File: src/rtl/core/lppd_pkg.sv
`default_nettype none
package lppd_pkg;

   typedef enum logic [1:0] {
      FRAME_HUNT   = 2'd0,
      FRAME_HDR    = 2'd1,
      FRAME_PACKET = 2'd2
   } frame_type;

   typedef enum logic [2:0] {
      SEQ_IDLE   = 3'd0,
      SEQ_DIV    = 3'd1,
      SEQ_CORDIC = 3'd2,
      SEQ_SUM    = 3'd3,
      SEQ_WRAP   = 3'd4,
      SEQ_OUT    = 3'd5
   } seq_type;

   localparam logic [7:0]  HDR_BYTE0    = 8'hAA;
   localparam logic [7:0]  HDR_BYTE1    = 8'h55;
   localparam int          CORDIC_STEPS = 18;
   localparam int          CORDIC_W     = 48;
   localparam logic [18:0] FULL_TURN    = 19'd368640;
   localparam logic [18:0] HALF_TURN    = 19'd184320;
   localparam logic [15:0] ANGLE_WRAP   = 16'd23040;
   localparam logic [15:0] DEFAULT_MIN_DIST = 16'd40;

   function automatic logic [21:0] atan_entry(input logic [4:0] k);
      logic [21:0] v;
      begin
         case (k)
            5'd0:  v = 22'd2949120;
            5'd1:  v = 22'd1740967;
            5'd2:  v = 22'd919879;
            5'd3:  v = 22'd466945;
            5'd4:  v = 22'd234379;
            5'd5:  v = 22'd117304;
            5'd6:  v = 22'd58666;
            5'd7:  v = 22'd29335;
            5'd8:  v = 22'd14668;
            5'd9:  v = 22'd7334;
            5'd10: v = 22'd3667;
            5'd11: v = 22'd1833;
            5'd12: v = 22'd917;
            5'd13: v = 22'd458;
            5'd14: v = 22'd229;
            5'd15: v = 22'd115;
            5'd16: v = 22'd57;
            5'd17: v = 22'd29;
            default: v = 22'd0;
         endcase
         return v;
      end
   endfunction

endpackage
`default_nettype wire

File: src/rtl/core/lppd_frame.sv
`default_nettype none
// Byte framer: header hunt, packet header fields, sample assembly.
module lppd_frame
   import lppd_pkg::*;
(
   input  wire logic        clock,
   input  wire logic        reset,
   input  wire logic        byte_en,
   input  wire logic [7:0]  byte_in,
   output logic             sample_en,
   output logic [15:0]      sample_dist,
   output logic [7:0]       sample_idx,
   output logic [7:0]       count,
   output logic [14:0]      start_ang,
   output logic [14:0]      end_ang
);
   frame_type   state_ff, state_in;
   logic [9:0]  pos_ff, pos_in;
   logic [7:0]  count_ff, count_in, low_ff, low_in;
   logic [14:0] start_ff, start_in, end_ff, end_in;
   logic [1:0]  phase_ff, phase_in;
   logic [7:0]  idx_ff, idx_in;
   logic [10:0] last_pos;

   always_ff @(posedge clock) begin
      if (reset) begin
         state_ff <= FRAME_HUNT;
         pos_ff   <= '0;
         count_ff <= '0;
         start_ff <= '0;
         end_ff   <= '0;
         low_ff   <= '0;
         phase_ff <= '0;
         idx_ff   <= '0;
      end else begin
         state_ff <= state_in;
         pos_ff   <= pos_in;
         count_ff <= count_in;
         start_ff <= start_in;
         end_ff   <= end_in;
         low_ff   <= low_in;
         phase_ff <= phase_in;
         idx_ff   <= idx_in;
      end
   end

   assign last_pos = 11'd7 + 11'(count_ff) + {2'b0, count_ff, 1'b0};

   always_comb begin
      state_in    = state_ff;
      pos_in      = pos_ff;
      count_in    = count_ff;
      start_in    = start_ff;
      end_in      = end_ff;
      low_in      = low_ff;
      phase_in    = phase_ff;
      idx_in      = idx_ff;
      sample_en   = 1'b0;
      if (byte_en) begin
         case (state_ff)
            FRAME_HDR: begin
               if (byte_in == HDR_BYTE1) begin
                  state_in = FRAME_PACKET;
                  pos_in   = 10'd2;
               end else if (byte_in != HDR_BYTE0) begin
                  state_in = FRAME_HUNT;
               end
            end
            FRAME_PACKET: begin
               pos_in = pos_ff + 10'd1;
               if ({1'b0, pos_ff} >= last_pos) state_in = FRAME_HUNT;
               case (pos_ff)
                  10'd3: count_in = byte_in;
                  10'd4: start_in = {start_ff[14:7], byte_in[7:1]};
                  10'd5: start_in = {byte_in, start_ff[6:0]};
                  10'd6: end_in = {end_ff[14:7], byte_in[7:1]};
                  10'd7: begin
                     end_in   = {byte_in, end_ff[6:0]};
                     phase_in = 2'd0;
                     idx_in   = 8'd0;
                  end
                  default: begin
                     if (pos_ff >= 10'd8) begin
                        case (phase_ff)
                           2'd0: begin
                              low_in   = byte_in;
                              phase_in = 2'd1;
                           end
                           2'd1: begin
                              phase_in  = 2'd2;
                              sample_en = (idx_ff < count_ff);
                           end
                           default: begin
                              phase_in = 2'd0;
                              idx_in   = idx_ff + 8'd1;
                           end
                        endcase
                     end
                  end
               endcase
            end
            default: state_in = (byte_in == HDR_BYTE0) ? FRAME_HDR : FRAME_HUNT;
         endcase
      end
   end

   assign sample_dist = {byte_in, low_ff};
   assign sample_idx  = idx_ff;
   assign count       = count_ff;
   assign start_ang   = start_ff;
   assign end_ang     = end_ff;
endmodule
`default_nettype wire

File: src/rtl/core/lppd_calc.sv
`default_nettype none
// Point arithmetic: restoring divider, CORDIC vectoring, rounding and wrap,
// all sequenced one step a cycle; a finished point is held until it is taken.
module lppd_calc
   import lppd_pkg::*;
(
   input  wire logic        clock,
   input  wire logic        reset,
   input  wire logic        start,
   input  wire logic        take,
   input  wire logic [15:0] dist_raw,
   input  wire logic [7:0]  idx,
   input  wire logic [7:0]  count,
   input  wire logic [14:0] start_ang,
   input  wire logic [14:0] end_ang,
   output logic             done,
   output logic [18:0]      angle
);
   seq_type state_ff, state_in;
   logic [4:0]  step_ff, step_in;
   // divider: |numerator| + den/2 up to 32767*16*254 + 127 < 2^27
   logic [26:0] quo_ff, quo_in;
   logic [7:0]  rem_ff, rem_in;
   logic        neg_ff, neg_in;
   logic        zero_ff, zero_in;
   logic signed [CORDIC_W-1:0] x_ff, x_in, y_ff, y_in;
   logic signed [27:0] z_ff, z_in;
   logic signed [27:0] acc_ff, acc_in;
   logic [18:0] ang_ff, ang_in;

   logic signed [16:0] diff_s, diff_w;
   logic signed [27:0] num_s;
   logic [26:0] num_mag;
   logic [7:0]  den;
   logic [8:0]  rem_sh;
   logic signed [27:0] interp;
   logic signed [CORDIC_W-1:0] xs, ys;
   logic signed [27:0] zsum;
   logic signed [27:0] zr;
   logic [21:0] at;

   assign diff_s  = $signed({2'b0, end_ang}) - $signed({2'b0, start_ang});
   // add one turn once; the difference may stay negative
   assign diff_w  = (diff_s < 0) ? diff_s + $signed(17'(ANGLE_WRAP)) : diff_s;
   assign num_s   = 28'(diff_w) * $signed({16'b0, idx, 4'b0});
   assign num_mag = (num_s < 0) ? 27'(-num_s) : 27'(num_s);
   assign den     = count - 8'd1;
   assign interp  = neg_ff ? -$signed({1'b0, quo_ff}) : $signed({1'b0, quo_ff});

   function automatic logic signed [CORDIC_W-1:0] shr_t(
      input logic signed [CORDIC_W-1:0] v, input logic [4:0] s);
      logic [CORDIC_W-1:0] m;
      begin
         m = v[CORDIC_W-1] ? CORDIC_W'(-v) : CORDIC_W'(v);
         m = m >> s;
         return v[CORDIC_W-1] ? -$signed(m) : $signed(m);
      end
   endfunction

   always_ff @(posedge clock) begin
      if (reset) begin
         state_ff <= SEQ_IDLE;
         step_ff  <= '0;
      end else begin
         state_ff <= state_in;
         step_ff  <= step_in;
      end
      quo_ff  <= quo_in;
      rem_ff  <= rem_in;
      neg_ff  <= neg_in;
      zero_ff <= zero_in;
      x_ff    <= x_in;
      y_ff    <= y_in;
      z_ff    <= z_in;
      acc_ff  <= acc_in;
      ang_ff  <= ang_in;
   end

   always_comb begin
      state_in = state_ff;
      step_in  = step_ff;
      quo_in   = quo_ff;
      rem_in   = rem_ff;
      neg_in   = neg_ff;
      zero_in  = zero_ff;
      x_in     = x_ff;
      y_in     = y_ff;
      z_in     = z_ff;
      acc_in   = acc_ff;
      ang_in   = ang_ff;
      done     = 1'b0;
      rem_sh   = {rem_ff, quo_ff[26]};
      xs       = shr_t(x_ff, step_ff);
      ys       = shr_t(y_ff, step_ff);
      at       = atan_entry(step_ff);
      zsum     = z_ff + 28'sd32;
      zr       = (z_ff >= 0) ? (zsum >>> 6) : -((-z_ff + 28'sd32) >>> 6);
      case (state_ff)
         SEQ_IDLE: begin
            if (start) begin
               // magnitude plus half the divisor rounds ties away from zero
               quo_in   = num_mag + 27'(den[7:1]);
               rem_in   = '0;
               neg_in   = (num_s < 0);
               zero_in  = (dist_raw == 16'd0);
               step_in  = '0;
               acc_in   = $signed(28'({13'b0, start_ang} << 4));
               x_in     = $signed(CORDIC_W'(64'd7765 * dist_raw)) <<< 16;
               y_in     = ($signed(CORDIC_W'(32'd677108))
                           - $signed(CORDIC_W'(32'd1090 * dist_raw))) <<< 16;
               z_in     = '0;
               state_in = (count > 8'd1) ? SEQ_DIV : SEQ_CORDIC;
            end
         end
         SEQ_DIV: begin
            // restoring division by den, one quotient bit a cycle
            if (rem_sh >= {1'b0, den}) begin
               rem_in = 8'(rem_sh - {1'b0, den});
               quo_in = {quo_ff[25:0], 1'b1};
            end else begin
               rem_in = rem_sh[7:0];
               quo_in = {quo_ff[25:0], 1'b0};
            end
            if (step_ff == 5'd26) begin
               state_in = SEQ_CORDIC;
               step_in  = '0;
            end else begin
               step_in = step_ff + 5'd1;
            end
         end
         SEQ_CORDIC: begin
            if (zero_ff) begin
               state_in = SEQ_SUM;
            end else begin
               if (y_ff > 0) begin
                  x_in = x_ff + ys;
                  y_in = y_ff - xs;
                  z_in = z_ff + $signed({6'b0, at});
               end else begin
                  x_in = x_ff - ys;
                  y_in = y_ff + xs;
                  z_in = z_ff - $signed({6'b0, at});
               end
               step_in = step_ff + 5'd1;
               if (step_ff == 5'(CORDIC_STEPS - 1)) state_in = SEQ_SUM;
            end
         end
         SEQ_SUM: begin
            acc_in = acc_ff + zr + ((count > 8'd1) ? interp : 28'sd0);
            state_in = SEQ_WRAP;
         end
         SEQ_WRAP: begin
            if (acc_ff < 0) acc_in = acc_ff + $signed({9'b0, FULL_TURN});
            else if (acc_ff >= $signed({9'b0, FULL_TURN}))
               acc_in = acc_ff - $signed({9'b0, FULL_TURN});
            else begin
               ang_in   = 19'(acc_ff);
               state_in = SEQ_OUT;
            end
         end
         SEQ_OUT: begin
            // hold the point until the output register takes it
            done = 1'b1;
            if (take) state_in = SEQ_IDLE;
         end
         default: state_in = SEQ_IDLE;
      endcase
   end

   assign angle = ang_ff;
endmodule
`default_nettype wire

File: src/rtl/core/lidar_packet_point_decoder.sv
`default_nettype none
// Lidar packet point decoder.
// Channels: req_ carries one serial byte per item (req_valid/req_ready);
// rsp_ carries one decoded point per item (rsp_valid/rsp_ready);
// csr_ writes the minimum raw distance register (reset value 40), always ready.
// Header, count, angle and low distance bytes are taken at one per cycle while no point is busy.
// A sample's high distance byte above the threshold starts the point
// arithmetic: one-bit-a-cycle rounding division for the angle
// interpolation (skipped when the packet holds one sample), CORDIC
// iterations for the triangulation correction, a sum, wrap and a hand-over
// to the output register. The next byte is taken at the earliest in the
// same cycle as the point becomes valid, and req_ready is low until then.
// The finished point waits in the output register and bytes keep flowing
// while it waits; a later point finishes its arithmetic and is then held in
// the sequencer, with req_ready low, until the output register is taken.
// Reset (synchronous, active high) returns to the header hunt and clears
// revolution tracking. A stalled receiver holds the output register and any later finished point.
module lidar_packet_point_decoder
   import lppd_pkg::*;
(
   input  wire logic        clock,
   input  wire logic        reset,
   input  wire logic        req_valid,
   output logic             req_ready,
   input  wire logic [7:0]  req_data_byte,
   output logic             rsp_valid,
   input  wire logic        rsp_ready,
   output logic [15:0]      rsp_distance_raw,
   output logic [18:0]      rsp_angle,
   output logic [7:0]       rsp_sample_index,
   output logic             rsp_new_revolution,
   output logic             rsp_after_full_revolution,
   input  wire logic        csr_valid,
   output logic             csr_ready,
   input  wire logic [15:0] csr_min_distance_raw
);
   logic [15:0] min_ff;
   logic        busy_ff, busy_in;
   logic        byte_en, sample_en, point_go, done, load;
   logic [15:0] sdist, dist_ff;
   logic [7:0]  sidx, idx_ff, cnt;
   logic [14:0] sa, ea;
   logic [18:0] ang, prev_ff;
   logic        seen_ff, ov_ff;
   logic        newrev;

   // hold off bytes while a point is computed or waits in the sequencer
   assign req_ready = !busy_ff;
   assign byte_en   = req_valid && req_ready;
   assign csr_ready = 1'b1;

   lppd_frame u_frame (
      .clock, .reset, .byte_en, .byte_in(req_data_byte),
      .sample_en, .sample_dist(sdist), .sample_idx(sidx), .count(cnt),
      .start_ang(sa), .end_ang(ea)
   );

   assign point_go = sample_en && (sdist > min_ff);

   // move a finished point into the output register once it is free
   assign load = done && (!ov_ff || rsp_ready);

   lppd_calc u_calc (
      .clock, .reset, .start(point_go), .take(load), .dist_raw(sdist), .idx(sidx),
      .count(cnt), .start_ang(sa), .end_ang(ea), .done, .angle(ang)
   );

   assign newrev = ({1'b0, ang} + {1'b0, HALF_TURN}) < {1'b0, prev_ff};

   always_ff @(posedge clock) begin
      if (reset) begin
         min_ff  <= DEFAULT_MIN_DIST;
         busy_ff <= 1'b0;
         ov_ff   <= 1'b0;
         seen_ff <= 1'b0;
         prev_ff <= '0;
      end else begin
         if (csr_valid) min_ff <= csr_min_distance_raw;
         busy_ff <= busy_in;
         if (load) begin
            ov_ff   <= 1'b1;
            prev_ff <= ang;
            if (newrev) seen_ff <= 1'b1;
         end else if (rsp_ready) begin
            ov_ff <= 1'b0;
         end
      end
      if (point_go) begin
         dist_ff <= sdist;
         idx_ff  <= sidx;
      end
      if (load) begin
         rsp_distance_raw          <= dist_ff;
         rsp_angle                 <= ang;
         rsp_sample_index          <= idx_ff;
         rsp_new_revolution        <= newrev;
         rsp_after_full_revolution <= newrev && seen_ff;
      end
   end

   assign busy_in   = point_go ? 1'b1 : (load ? 1'b0 : busy_ff);
   assign rsp_valid = ov_ff;

   // the sequencer never finishes while idle
   a_done_busy: assert property (@(posedge clock) disable iff (reset)
      done |-> busy_ff) else $error("point finished while idle");
   // no byte taken while a point is in flight
   a_no_byte: assert property (@(posedge clock) disable iff (reset)
      busy_ff |-> !byte_en) else $error("byte taken while busy");
   // angle always wrapped
   a_wrap: assert property (@(posedge clock) disable iff (reset)
      rsp_valid |-> rsp_angle < FULL_TURN) else $error("angle not wrapped");
endmodule
`default_nettype wire

File: config.mk
export PLATFORM = sky130hd
export DESIGN_NAME = lidar_packet_point_decoder
export DESIGN_NICKNAME = d
export VERILOG_FILES = /design/src/rtl/core/lppd_pkg.sv /design/src/rtl/core/lppd_frame.sv /design/src/rtl/core/lppd_calc.sv /design/src/rtl/core/lidar_packet_point_decoder.sv
export SDC_FILE = /design/constraint.sdc
export NUM_CORES = 2
export LEC_CHECK = 0
export BUFFER_PORTS_ARGS = -buffer_cell sky130_fd_sc_hd__buf_2
export CORE_ASPECT_RATIO = 0.5
export CORE_UTILIZATION = 45
export CTS_CLUSTER_SIZE = 16
export DETAILED_ROUTE_END_ITERATION = 10
export SYNTH_ARGS = -nofsm -noshare
export SYNTH_HDL_FRONTEND = slang
export SYNTH_HIERARCHICAL = 1
export SYNTH_SLANG_ARGS = --single-unit
File: constraint.sdc
create_clock -name clock -period 9.9 [get_ports clock]
set_input_delay 0.99 -clock clock [delete_from_list [all_inputs] [get_ports clock]]
set_output_delay 0.99 -clock clock [all_outputs]
set_load 0.01 [all_outputs]
* After elaboration in Yosys (flattened, before gate mapping)
Memory sizes are Yosys's and may differ from the RTL's. A register that Yosys moved wholly into a read port is not among the register bits.
Index checks and enable logic that the tools add are counted.
** Word-level totals
- Register bits after elaboration :: 391
- Bits in latches :: 0
- Memory bits (writable) :: 0
- ROM bits :: 704
- Output and inout port bits :: 48
- Logic and storage cells :: 232
- Memories kept :: 1
** Operators by class
- Add/sub/neg operators :: 32
- Multipliers :: 3
- Divide/modulo/power cells :: 0
- Magnitude comparators :: 13
- Equality and inequality tests :: 30
- Shift-type cells :: 2
- Mux-type cells :: 71
- Bitwise gates (word level) :: 8
- Reduce and logical (&&, ||, !) cells :: 39
** Memory list
- (no name shown) :: depth 32, width 22, read ports 1, clocked after memory_dff 1, wr ports 0, RTL line lppd_pkg.sv:31 : case (k)
** Operators with widths (count)
- $mux 48 :: 10
- $mux 28 :: 9
- $neg 48->48 :: 4
- $pmux 48 s2 :: 2
- $add 48x48->48 :: 2
- $shr 48x5->48 :: 2
- $sub 48x48->48 :: 2
- $pmux 28 s3 :: 1
- $pmux 15 s2 :: 2
- $add 28x28->28 :: 2
- $add 28x7->28 const B :: 2
- $lt 28x1->1 const B :: 2
- $pmux 28 s2 :: 1
- $mux 27 :: 2
- $pmux 27 s2 :: 1
- $gt 48x1->1 const B :: 1
- $eq 10x3->1 const B :: 4
- $mux 8 :: 4
- $pmux 8 s2 :: 2
- $mul 13x16->29 const A :: 1
- $add 28x20->28 const B :: 1
- $add 28x23->28 :: 1
- $ge 28x1->1 const B :: 1
- $ge 28x20->1 const B :: 1
- other kinds (68) :: 138

* Logic depth before layout (Yosys ltp)
- Word-level depth :: 11
- Gate-level depth with buffers :: 47
- Depth with buffers taken out :: 45

* Hierarchy
The synthesis kept the hierarchy.
** By module, submodules not included
- lppd_calc :: times used 1, cells an instance 6920, area an instance 52649.2 µm²
- lidar_packet_point_decoder :: times used 1, cells an instance 353, area an instance 4355.4 µm²
- lppd_frame :: times used 1, cells an instance 414, area an instance 3749.8 µm²

* Worst setup path after synthesis
No wires, ideal clock.
- Path kind :: input to register
- From :: input req_data_byte[6]
- To :: register u_calc.x_ff[0] (enable)
- Arrival time :: 9.842 ns
- Required time :: 9.250 ns
- Setup slack :: -0.593 ns
- Cell stages on the path :: 7
- Buffers on the path :: 1
- Path through :: buf_4 ha_1 nand4_1 a2111o_1 a31oi_1 nand2_1 o22ai_1
** On the way
- Cells in the longest elaborated chain, start to end :: 4
** RTL lines
- from (decl) :: RTL line lidar_packet_point_decoder.sv:25 : input wire logic [7:0] req_data_byte,
- $gt 16x16->1 :: RTL line lidar_packet_point_decoder.sv:58 : assign point_go = sample_en && (sdist > min_ff);
- $logic_and 1x1->1 :: RTL line lidar_packet_point_decoder.sv:58
- $ne 2x2->1 (no line)
- $reduce_and 3->1 (no line)
- to (signal assigned) :: RTL line lppd_calc.sv:72 : x_ff <= x_in;
- to (decl) :: RTL line lppd_calc.sv:26 : logic signed [CORDIC_W-1:0] x_ff, x_in, y_ff, y_in;
Every way passes these cells.
A chain may end at the register's enable or synchronous reset.

* Worst setup path after layout
- From :: register u_calc.y_ff[4]
- To :: register u_calc.x_ff[47], data pin
** On the way
- Cells in the longest elaborated chain, start to end :: 9
- Elaborated cells on any way between the ends :: 11
** RTL lines
- from (decl) :: RTL line lppd_calc.sv:26
- from (signal assigned) :: RTL line lppd_calc.sv:73 : y_ff <= y_in;
- $neg 48->48 :: RTL line lppd_calc.sv:54 : m = v[CORDIC_W-1] ? CORDIC_W'(-v) : CORDIC_W'(v);
- $mux 48 :: RTL line lppd_calc.sv:54
- $shr 48x5->48 :: RTL line lppd_calc.sv:55 : m = m >> s;
- $neg 48->48 :: RTL line lppd_calc.sv:56 : return v[CORDIC_W-1] ? -$signed(m) : $signed(m);
- $mux 48 :: RTL line lppd_calc.sv:56
- $sub 48x48->48 / $add 48x48->48 (equally long branches) :: RTL line lppd_calc.sv:140, lppd_calc.sv:136
- $mux 48 * :: RTL line lppd_calc.sv:135 : if (y_ff > 0) begin
- $mux 48 * :: RTL line lppd_calc.sv:132 : if (zero_ff) begin
- $pmux 48 s2 * :: RTL line lppd_calc.sv:98 : case (state_ff)
Every way passes the cells marked *; elsewhere a longest branch is shown, timed or not. The select of a mux whose other input is x is not followed.

==> impl_metrics.tcl <==
set metrics [dict create \
    clk_path_buf_depth 3 \
    clkSinkCount 413 \
    regToRegEndpoint "u_calc/x_ff[47]$_SDFFCE_PN0P_" \
    synth_ff_type "edfxtp_1" \
    leakagePower_nw 29.7 \
    die_area_mm2 0.137 \
    fin_util_pct 53.8 \
    clk-insertion-delay-late_ns 0.69 \
    max_freq_mhz 104 \
    layout-drive-gt1-share_pct 17.4 \
    finalPower_w 0.0256 \
    routed_wl_mm 264 \
    crit_path_frequent_cell "buf_4" \
    startpoint "u_calc/y_ff[4]$_SDFFCE_PN0P_" \
    ys_seq_area_share_pct 18.2 \
    slew_headroom_pct 13.9 \
    fin_skew_ns 0.0810 \
    finalCritPeriodShare_pct 96.7 \
    critPathLaunchType "register" \
    layout_common_cells "buf_4, nor2_1, nand2_1" \
    hold_class "register to register" \
    critPathKind "register to register" \
    status "complete, no violations" \
    ys.warnings.count 6 \
    syn_nets 8424 \
    fillerInstances 12900 \
    core_mm2 0.133 \
    cts_buffers 44 \
    portBuffers 75 \
    rsz0062_at_grt "true" \
    max-cap-violations 0 \
    synth_top_area_share_pct 13.7 \
    chipHeight_um 262 \
    setup_ws_ns 0.325 \
    routed_via_density 6.31 \
    htreeDepth 2 \
    avgSynthCellArea_um2 7.90 \
    crit_slowest_cell "or4_4" \
    post_drt_wl_per_cell_um 25.9 \
    cts-root-buf "clkbuf_16" \
    tritoncts "yes" \
    core.rowCount 94 \
    antenna_found_initial 11 \
    hpwl_mm 208 \
    hold_viol_final 0 \
    drt-pass1-iter-count 10 \
    syn2layout_area_growth_pct 17.6 \
    multi_input_area_mm2 0.0464 \
    grt_pass1_vias 60400 \
    ys_ff_latch 413 \
    cp_max_fo 9 \
    critPathArrivalTime_ns 9.95 \
    place_congestion 1.10 \
    drtIter0Drc 7836 \
    die_w_um 522 \
    setup_violations 0 \
    synth_area_leaders "edfxtp_1, ha_1, fa_1" \
    grt-ovfl-total 0 \
    slowest_delay_ns 0.64 \
    synth-edff-count 277 \
    crit_required_ns 10.28 \
    nets 9115 \
    top_level_ports 77 \
    synth_cells 7687 \
    grt_pass1_wl_mm 391 \
    ant_nets 0 \
    async_reset_ff_share_pct 0 \
    r2r_start "u_calc/y_ff[4]$_SDFFCE_PN0P_" \
    dr_total_vias 64300 \
    r2r_cells 41 \
    grt_max_degree 125 \
    endpoint "u_calc/x_ff[47]$_SDFFCE_PN0P_" \
    worstMarginPinSlew_ns 1.29 \
    layout_commonest_cell "buf_4" \
    yosys.area.top_type "edfxtp_1" \
    p_per_area_mw_per_mm2 359 \
    clk_pin_slew_ns 0.07 \
    finalMaxSlewViolations 0 \
    track_usage_pct 37.7 \
    dp_slack_ns -0.234 \
    drc 0 \
    syn_area_mm2 0.0608 \
    ir_worst_vdd_uv 246 \
    endpoint_kind "register" \
    regArea_mm2 0.0111 \
    min_period_ns 9.57 \
    initial_utilization_pct 45.8 \
    synth_cell_types 120 \
    rrSetupSlack_ns 0.33 \
]
cell type report:
cell class                 count  area share [%]
antenna                        2         0.00701
sequential                   413            15.5
multi-input combinational   6317            65.0
inverter                     526            2.76
clock inverter                20           0.359
timing repair buffer        1076            11.6
tap                         1776            3.11
clock buffer                  61            1.75
report_power, final:
part           internal (W)  total, W  leakage, nW  switching (W)
registers           0.00223   0.00267         3.69       0.000443
clock network       0.00100   0.00183        0.732       0.000834
logic               0.00893    0.0211         25.3         0.0122
total                0.0122    0.0256         29.7         0.0135
registers in the layout, summed over array words and instances (netlist names), 10 cells and up:
register and cells:
rsp_angle 19, rsp_distance_raw 16, u_frame/end_ang 15, u_calc/at 22, min_ff 16, u_frame/start_ang 15
u_frame/pos_ff 10, u_calc/z_ff 28, u_calc/y_ff 48, u_calc/x_ff 48, prev_ff 19, u_calc/quo_ff 27
u_calc/acc_ff 28, u_calc/angle 19, dist_ff 16
synth_stat cells, types with 39 or more instances:
library cell,n
o31ai_1,98
nand2b_1,110
nand3_1,207
a21oi_1,458
nor4_1,96
nor2b_1,84
dfxtp_1,136
nand2_1,664
inv_1,523
a31oi_1,102
o211ai_1,69
xor2_1,241
o21ai_0,377
a21o_1,116
clkbuf_1,282
a211oi_1,91
nor3_1,232
or3_1,83
nand4_1,103
or2_2,66
buf_1,52
xnor2_1,347
or4_1,52
edfxtp_1,277
mux2i_1,147
nor2_1,694
fa_1,217
and3_1,72
and2_1,135
o22ai_1,60
ha_1,491
buf_2,81
o21a_1,39
how the worst min path moves through the flow:
stage,startpoint,endpoint,cells after the start
3_3_place_gp,dist_ff[4]$_DFFE_PP_,rsp_distance_raw[4]$_DFFE_PP_,0
6_report,dist_ff[1]$_DFFE_PP_,rsp_distance_raw[1]$_DFFE_PP_,0
3_5_place_dp,dist_ff[14]$_DFFE_PP_,rsp_distance_raw[14]$_DFFE_PP_,0
5_1_grt,dist_ff[1]$_DFFE_PP_,rsp_distance_raw[1]$_DFFE_PP_,0
4_1_cts,dist_ff[4]$_DFFE_PP_,rsp_distance_raw[4]$_DFFE_PP_,0
2_1_floorplan,dist_ff[0]$_DFFE_PP_,rsp_distance_raw[0]$_DFFE_PP_,0
per-layer routing:
layer	wire [um]	global-route usage (%)	vias up
met5	70	0	-
met4	12100	14.5	10
met3	29900	10.2	625
met2	107000	56.0	3289
met1	115000	51.8	30800
li1	-	-	29500
through the flow:
stage | std cells | TNS [ns] | instance area [um2] | hold WS [ns]
CTS | 10200 | 0 | 71000 | 0.352
finish | 10200 | 0 | 71400 | 0.356
floorplan | 7687 | 0 | 60800 | 0.400
global route | 10200 | -0.126 | 71400 | 0.360
global placement | 10100 | -0.194 | 69500 | 0.401
detailed placement | 10100 | -0.386 | 69500 | 0.405
cells by family after synthesis:
group | Yosys count | synth area share, %
flip-flops | 413 | 18.2
AO/OA/AOI/OAI | 2029 | 22.8
buffers and inverters | 957 | 6.21
multiplexers | 195 | 3.61
adder cells (fa/ha/maj) | 708 | 17.3
AND/OR/NAND/NOR | 2795 | 23.5
XOR/XNOR | 589 | 8.50
other | 1 | 0.00617
critical path, delay by kind of cell, from the launching register on:
family / cells / cell delay, ns
AO/OA/AOI/OAI: 20 / 3.73
XOR/XNOR: 1 / 0.17
adder cells (fa/ha/maj): 2 / 0.35
buffers and inverters: 8 / 1.40
flip-flops: 1 / 0.50
multiplexers: 1 / 0.21
AND/OR/NAND/NOR: 9 / 2.92
what timing repair did:
action | CTS | global route
setup buffers | 0 | 10
hold endpoints to repair | 0 | 0
setup endpoints to repair | 5 | 39
resized for setup | 3 | 83
hold buffers | 0 | 0
pin swaps | 0 | 15
Note: power is estimated with default switching activity, not from simulation.
